**config.mk**
```make
export PLATFORM = sky130hd
export DESIGN_NAME = sbst_ctrl
export DESIGN_NICKNAME = d
export VERILOG_FILES = /design/src/rtl/core/sbst_pkg.sv /design/src/rtl/core/sbst_ctrl.sv
export VERILOG_INCLUDE_DIRS = /design/src /design/src/rtl/core
export SDC_FILE = /design/constraint.sdc
export NUM_CORES = 1
export LEC_CHECK = 0
export BUFFER_PORTS_ARGS = -buffer_cell sky130_fd_sc_hd__buf_2
export CORE_AREA = 2 2 39 41
export CTS_CLUSTER_SIZE = 12
export DETAILED_ROUTE_END_ITERATION = 10
export DIE_AREA = 0 0 41 43
export PLACE_DENSITY = 0.64
export SLEW_MARGIN = 10
export SYNTH_ARGS = -nofsm -noshare
export SYNTH_HDL_FRONTEND = slang
export SYNTH_SLANG_ARGS = --single-unit
```
**constraint.sdc**
```tcl
create_clock -name clk -period 1.8 [get_ports clk]
set_input_delay 0.18 -clock clk [delete_from_list [all_inputs] [get_ports clk]]
set_output_delay 0.18 -clock clk [all_outputs]
set_load 0.005 [all_outputs]
```
**src/rtl/core/assert_macros.svh**
```systemverilog
// Assertion macros shared by the screening table RTL.
`ifndef ASSERT_MACROS_SVH
`define ASSERT_MACROS_SVH

// The property must hold at every clock edge outside reset.
`define ASSERT_ALWAYS(label, prop, msg) \
    label: assert property (@(posedge clk) disable iff (!rst_n) (prop)) \
        else $error(msg);

// The condition must never be seen outside reset.
`define ASSERT_NEVER(label, cond, msg) \
    label: assert property (@(posedge clk) disable iff (!rst_n) !(cond)) \
        else $error(msg);

`endif

```
**src/rtl/core/sbst_pkg.sv**
```systemverilog
// Types, constants and helper functions of the Schwarz bound screening table.
package sbst_pkg;

    localparam int NUM_SHELLS  = 64;
    localparam int SHELL_W     = 8;
    localparam int VALUE_W     = 48;
    localparam int MAG_W       = 47;
    localparam int Q_W         = 24;
    localparam int THR_W       = 48;
    localparam int PROD_W      = 2 * Q_W;
    localparam int SQRT_STEPS  = (MAG_W + 1) / 2;
    localparam int TABLE_DEPTH = NUM_SHELLS * NUM_SHELLS;
    localparam int TABLE_AW    = (TABLE_DEPTH > 1) ? $clog2(TABLE_DEPTH) : 1;

    localparam logic [SHELL_W:0]     SHELL_LIMIT     = (SHELL_W + 1)'(NUM_SHELLS);
    localparam logic [THR_W-1:0]     THRESHOLD_RESET = THR_W'(43);
    localparam logic [TABLE_AW-1:0]  SWEEP_LAST      = TABLE_AW'(TABLE_DEPTH - 1);

    typedef enum logic [1:0] {
        ACT_LOAD  = 2'd0,
        ACT_QUERY = 2'd1,
        ACT_CLEAR = 2'd2,
        ACT_NOP   = 2'd3
    } action_t;

    typedef enum logic [1:0] {
        WR_NONE,
        WR_AB,
        WR_BA,
        WR_SWEEP
    } wr_sel_t;

    typedef enum logic {
        RD_AB,
        RD_CD
    } rd_sel_t;

    typedef enum logic [3:0] {
        ST_CLEAR,
        ST_IDLE,
        ST_DECODE,
        ST_SQRT,
        ST_WR_AB,
        ST_WR_BA,
        ST_QRD_CD,
        ST_QMUL,
        ST_RESULT
    } state_t;

    typedef struct packed {
        logic    latch_in;
        logic    max_update;
        logic    max_clear;
        logic    sqrt_start;
        rd_sel_t rd_sel;
        logic    qab_capture;
        logic    prod_capture;
        wr_sel_t wr_sel;
        logic    sweep_rst;
        logic    out_load;
    } cmd_t;

    typedef struct packed {
        action_t action;
        logic    last;
        logic    sqrt_busy;
        logic    sweep_done;
    } status_t;

    function automatic logic shell_in_range(input logic [SHELL_W-1:0] s);
        return {1'b0, s} < SHELL_LIMIT;
    endfunction

    // Only meaningful when both shells are in range.
    function automatic logic [TABLE_AW-1:0] table_index(input logic [SHELL_W-1:0] a,
                                                         input logic [SHELL_W-1:0] b);
        return TABLE_AW'(a) * TABLE_AW'(NUM_SHELLS) + TABLE_AW'(b);
    endfunction

endpackage

```
**src/rtl/core/sbst_ctrl.sv**
```systemverilog
// Controller state machine: request sequencing, table sweep and result handshake.
`include "assert_macros.svh"

module sbst_ctrl (
    input  logic              clk,
    input  logic              rst_n,
    input  logic              in_valid,
    output logic              in_ready,
    output logic              out_valid,
    input  logic              out_ready,
    output sbst_pkg::cmd_t    cmd,
    input  sbst_pkg::status_t status
);
    import sbst_pkg::*;

    state_t state_reg, state_next;
    logic   out_valid_reg, out_valid_next;
    logic   out_free;

    assign out_free = !out_valid_reg || out_ready;

    always_comb
    begin
        cmd        = '0;
        in_ready   = 1'b0;
        state_next = state_reg;
        case (state_reg)
            ST_CLEAR:
            begin
                cmd.wr_sel = WR_SWEEP;
                if (status.sweep_done)
                begin
                    state_next = ST_IDLE;
                end
            end
            ST_IDLE:
            begin
                in_ready = 1'b1;
                if (in_valid)
                begin
                    cmd.latch_in = 1'b1;
                    state_next   = ST_DECODE;
                end
            end
            ST_DECODE:
            begin
                case (status.action)
                    ACT_LOAD:
                    begin
                        cmd.max_update = 1'b1;
                        if (status.last)
                        begin
                            cmd.max_clear  = 1'b1;
                            cmd.sqrt_start = 1'b1;
                            state_next     = ST_SQRT;
                        end
                        else
                        begin
                            state_next = ST_IDLE;
                        end
                    end
                    ACT_QUERY:
                    begin
                        cmd.rd_sel = RD_AB;
                        state_next = ST_QRD_CD;
                    end
                    ACT_CLEAR:
                    begin
                        cmd.sweep_rst = 1'b1;
                        state_next    = ST_CLEAR;
                    end
                    default:
                    begin
                        state_next = ST_IDLE;
                    end
                endcase
            end
            ST_SQRT:
            begin
                if (!status.sqrt_busy)
                begin
                    state_next = ST_WR_AB;
                end
            end
            ST_WR_AB:
            begin
                cmd.wr_sel = WR_AB;
                state_next = ST_WR_BA;
            end
            ST_WR_BA:
            begin
                cmd.wr_sel = WR_BA;
                state_next = ST_RESULT;
            end
            ST_QRD_CD:
            begin
                cmd.qab_capture = 1'b1;
                cmd.rd_sel      = RD_CD;
                state_next      = ST_QMUL;
            end
            ST_QMUL:
            begin
                cmd.prod_capture = 1'b1;
                state_next       = ST_RESULT;
            end
            ST_RESULT:
            begin
                if (out_free)
                begin
                    cmd.out_load = 1'b1;
                    state_next   = ST_IDLE;
                end
            end
            default:
            begin
                state_next = ST_IDLE;
            end
        endcase

        if (cmd.out_load)
        begin
            out_valid_next = 1'b1;
        end
        else if (out_ready)
        begin
            out_valid_next = 1'b0;
        end
        else
        begin
            out_valid_next = out_valid_reg;
        end
    end

    // Reset starts with a sweep that zeroes the whole table.
    always_ff @(posedge clk or negedge rst_n)
    begin
        if (!rst_n)
        begin
            state_reg     <= ST_CLEAR;
            out_valid_reg <= 1'b0;
        end
        else
        begin
            state_reg     <= state_next;
            out_valid_reg <= out_valid_next;
        end
    end

    assign out_valid = out_valid_reg;

    `ASSERT_ALWAYS(a_out_no_overwrite, cmd.out_load |-> (!out_valid_reg || out_ready), "pending result overwritten")
    `ASSERT_ALWAYS(a_sqrt_started, cmd.sqrt_start |=> status.sqrt_busy, "square root unit did not start")
    `ASSERT_NEVER(a_write_before_root, (state_reg == ST_WR_AB) && status.sqrt_busy, "table written before root is ready")

endmodule

```
==> load_flow_metrics.sql <==
INSERT INTO impl_metrics (metric_group, metric, value, unit) VALUES
('global_routing', 'gr-max-usage-layer', 'met2', ''),
('floorplan', 'num_rows', '14', ''),
('critical_path', 'worst_setup_path_start_kind', 'register', ''),
('critical_path', 'timing.critical_path.to_type', 'primary output', ''),
('sta', 'slew_viols_final', '0', ''),
('sta', 'final_critical_path_time_including_i_o_delays_and_setup', '1652', 'ps'),
('critical_path', 'cp.required', '1620', 'ps'),
('cells_and_area', 'finalNetCount', '88', ''),
('cells_and_area', 'layout-area-overhead-vs-synth', '22.22', '%'),
('power_and_ir_drop', 'power.share.switching', '0.4137', ''),
('synth', 'synth_edf_count', '0', ''),
('power_and_ir_drop', 'p_sw', '0.0003576', 'W'),
('global_routing', 'grt_start_max_net_pins', '13', ''),
('cells_and_area', 'largest_reg_flops', '4', ''),
('synth', 'synth_nets', '67', ''),
('global_routing', 'vias_in_the_first_global_route', '362', ''),
('synth', 'yosys_warnings', '0', ''),
('flow_run', 'max_cap_violations', '0', ''),
('floorplan', 'die_area', '1763', 'um^2'),
('sta', 'period_share', '0.9178', ''),
('sta', 'finalSetupViolations', '0', ''),
('clock_tree', 'clock_pin_transition_on_the_worst_setup_and_hold_timing_paths', '40', 'ps'),
('sta', 'achievable-frequency', '605.3', 'MHz'),
('synth', 'async_reset_ff_frac', '1.000', ''),
('global_routing', 'grtUsageMet1', '0.1254', ''),
('clock_tree', 'cts.hold.buffers_added', '1', ''),
('sta', 'relSlewSlack', '0.6879', ''),
('clock_tree', 'clock-sinks', '5', ''),
('critical_path', 'rr_worst_depth', '4', ''),
('synth', 'ys_seq_area_frac', '0.2415', ''),
('synth', 'synth.largest_area_cell', 'dfrtp_1', ''),
('global_routing', 'groute.layer.met3.usage', '0.04712', ''),
('clock_tree', 'ctsLongestPathBuffers', '2', ''),
('synth', 'synth.top_cells.by_area', 'dfrtp_1 (24%), buf_4 (7.2%), ha_1 (7.2%)', ''),
('placed_design', 'place_ws', '381.7', 'ps'),
('critical_path', 'worstSetupPathType', 'reg2out', ''),
('clock_tree', 'postCtsSetupRepairBufs', '0', ''),
('floorplan', 'die_y', '43', 'um'),
('floorplan', 'die_w', '41', 'um'),
('clock_tree', 'clk-insertion-delay-late', '240', 'ps'),
('critical_path', 'timing.critical_path.fanout_max', '10', ''),
('min_path', 'min-delay-path-class', 'in2reg', ''),
('floorplan', 'placeableCoreArea', '1384', 'um^2'),
('cells_and_area', 'num_antenna_cells', '0', ''),
('power_and_ir_drop', 'cellInternalPower', '0.0005067', 'W'),
('clock_tree', 'cts.root.buffer_cell', 'clkbuf_4', ''),
('global_routing', 'gr-usage-all-layers', '0.1123', ''),
('power_and_ir_drop', 'seq_power_share', '0.307', ''),
('synth', 'post_synthesis_area_per_instance', '9.418', 'um^2'),
('sta', 'worst_case_clock_skew', '1.066', 'ps'),
('sta', 'worst_slew_pin_slew', '468.2', 'ps'),
('power_and_ir_drop', 'total_leakage_power', '0.3512', 'nW'),
('synth', 'cell_area_after_synthesis', '518.0', 'um^2'),
('cells_and_area', 'fillerInstances', '137', ''),
('drt', 'avgViaCountPerCell', '4.846', ''),
('outcome', 'status', 'completed', ''),
('drt', 'first_pass_iters', '3', ''),
('clock_tree', 'cts_buffers', '3', ''),
('clock_tree', 'cts_max_level', '1', ''),
('synth', 'synth.lib_cells_used.distinct', '35', ''),
('power_and_ir_drop', 'pwr_density_cell', '1365', 'nW/um^2'),
('synth', 'yosys_register_bits', '5', ''),
('synth', 'yosys_most_used_dff', 'dfrtp_1', ''),
('global_routing', 'grt_overflow_total', '0', ''),
('drt', 'routed_len_inst', '9.780', 'um'),
('drt', 'postRouteAntennaNets', '0', ''),
('floorplan', 'effective_utilization_at_floorplan', '0.3743', ''),
('drt', 'routed_wl', '890', 'um'),
('placed_design', 'detailedPlacementHpwl', '742.6', 'um'),
('sta', 'setup_tns', '0', 'ps'),
('critical_path', 'worst-endpoint-arrival', '1470', 'ps');
==> power groups by stage <==
stage,clock network [W],logic [W],registers (W)
after detailed placement,0,0.000473,0.000269
after global placement,0,0.000472,0.000267
after floorplan,0,0.000470,0.000177
final,0.000128,0.000471,0.000265
after CTS,0.000134,0.000477,0.000266
after global routing,0.000141,0.000529,0.000279
==> path summary, 6_finish.rpt <==
check                      slack (ps)      endpoint         start
max in group asynchronous        1390  state_reg[3]         rst_n
min in group asynchronous         280  state_reg[1]         rst_n
min reg2reg                       510     out_valid     out_valid
min                               230     out_valid     out_ready
max                               150        cmd[8]  state_reg[1]
max reg2reg                       480  state_reg[0]  state_reg[0]
==> cells by family (layout without fill, tap and decap cells) <==
logic type	count (synthesis)	count (layout)	synth area share
adder cells (fa/ha/maj)	3	3	0.07247
AND/OR/NAND/NOR	26	26	0.3672
multiplexers	2	2	0.04106
buffers and inverters	9	29	0.1184
AO/OA/AOI/OAI	9	9	0.1425
flip-flops	5	5	0.2415
XOR/XNOR	1	1	0.01691
==> layer usage <==
metal,part of all wire,up-vias
li1,-,230
met1,0.46,200
met2,0.49,11
met3,0.049,0
met4,0,0
met5,0,-
==> per-stage QoR <==
stage	std cells	cell area [um^2]	power (W)	utilization	hold slack, ps
final	91	633.1	0.0008642	0.4575	230.2
after global routing	91	633.1	0.0009486	0.4575	244.1
after CTS	91	633.1	0.0008768	0.4575	226.4
after detailed placement	86	596.8	0.0007423	0.4313	-0.002748
after global placement	86	596.8	0.0007387	0.4313	-2.112
after floorplan	55	518.0	0.0006469	-	-115.6
==> final cells by class <==
type                       count  area (um^2)  share of cell area
clock buffer                   4        26.28             0.04150
tap                           16        20.02             0.03162
multi-input combinational     41        331.6              0.5237
inverter                       2        7.507             0.01186
timing repair buffer          23        122.6              0.1937
sequential                     5        125.1              0.1976
==> layout by cell type (no fill, tap or decap), types with 2 or more instances in the layout <==
cell type	netlist	layout
and2_1	3	3
nor2_1	2	2
nor3_1	2	2
nor2b_1	3	3
ha_1	3	3
and3_1	2	2
inv_1	2	2
nand2_1	2	2
buf_2	1	21
clkbuf_4	0	3
dfrtp_1	5	5
and3b_1	2	2
==> worst max-delay path: stages, from the launching register on <==
cell	delay, ps
dfrtp_1	580
and2b_1	240
and3_4	190
and2_1	120
buf_2	110
(Power assumes the default switching activity.)
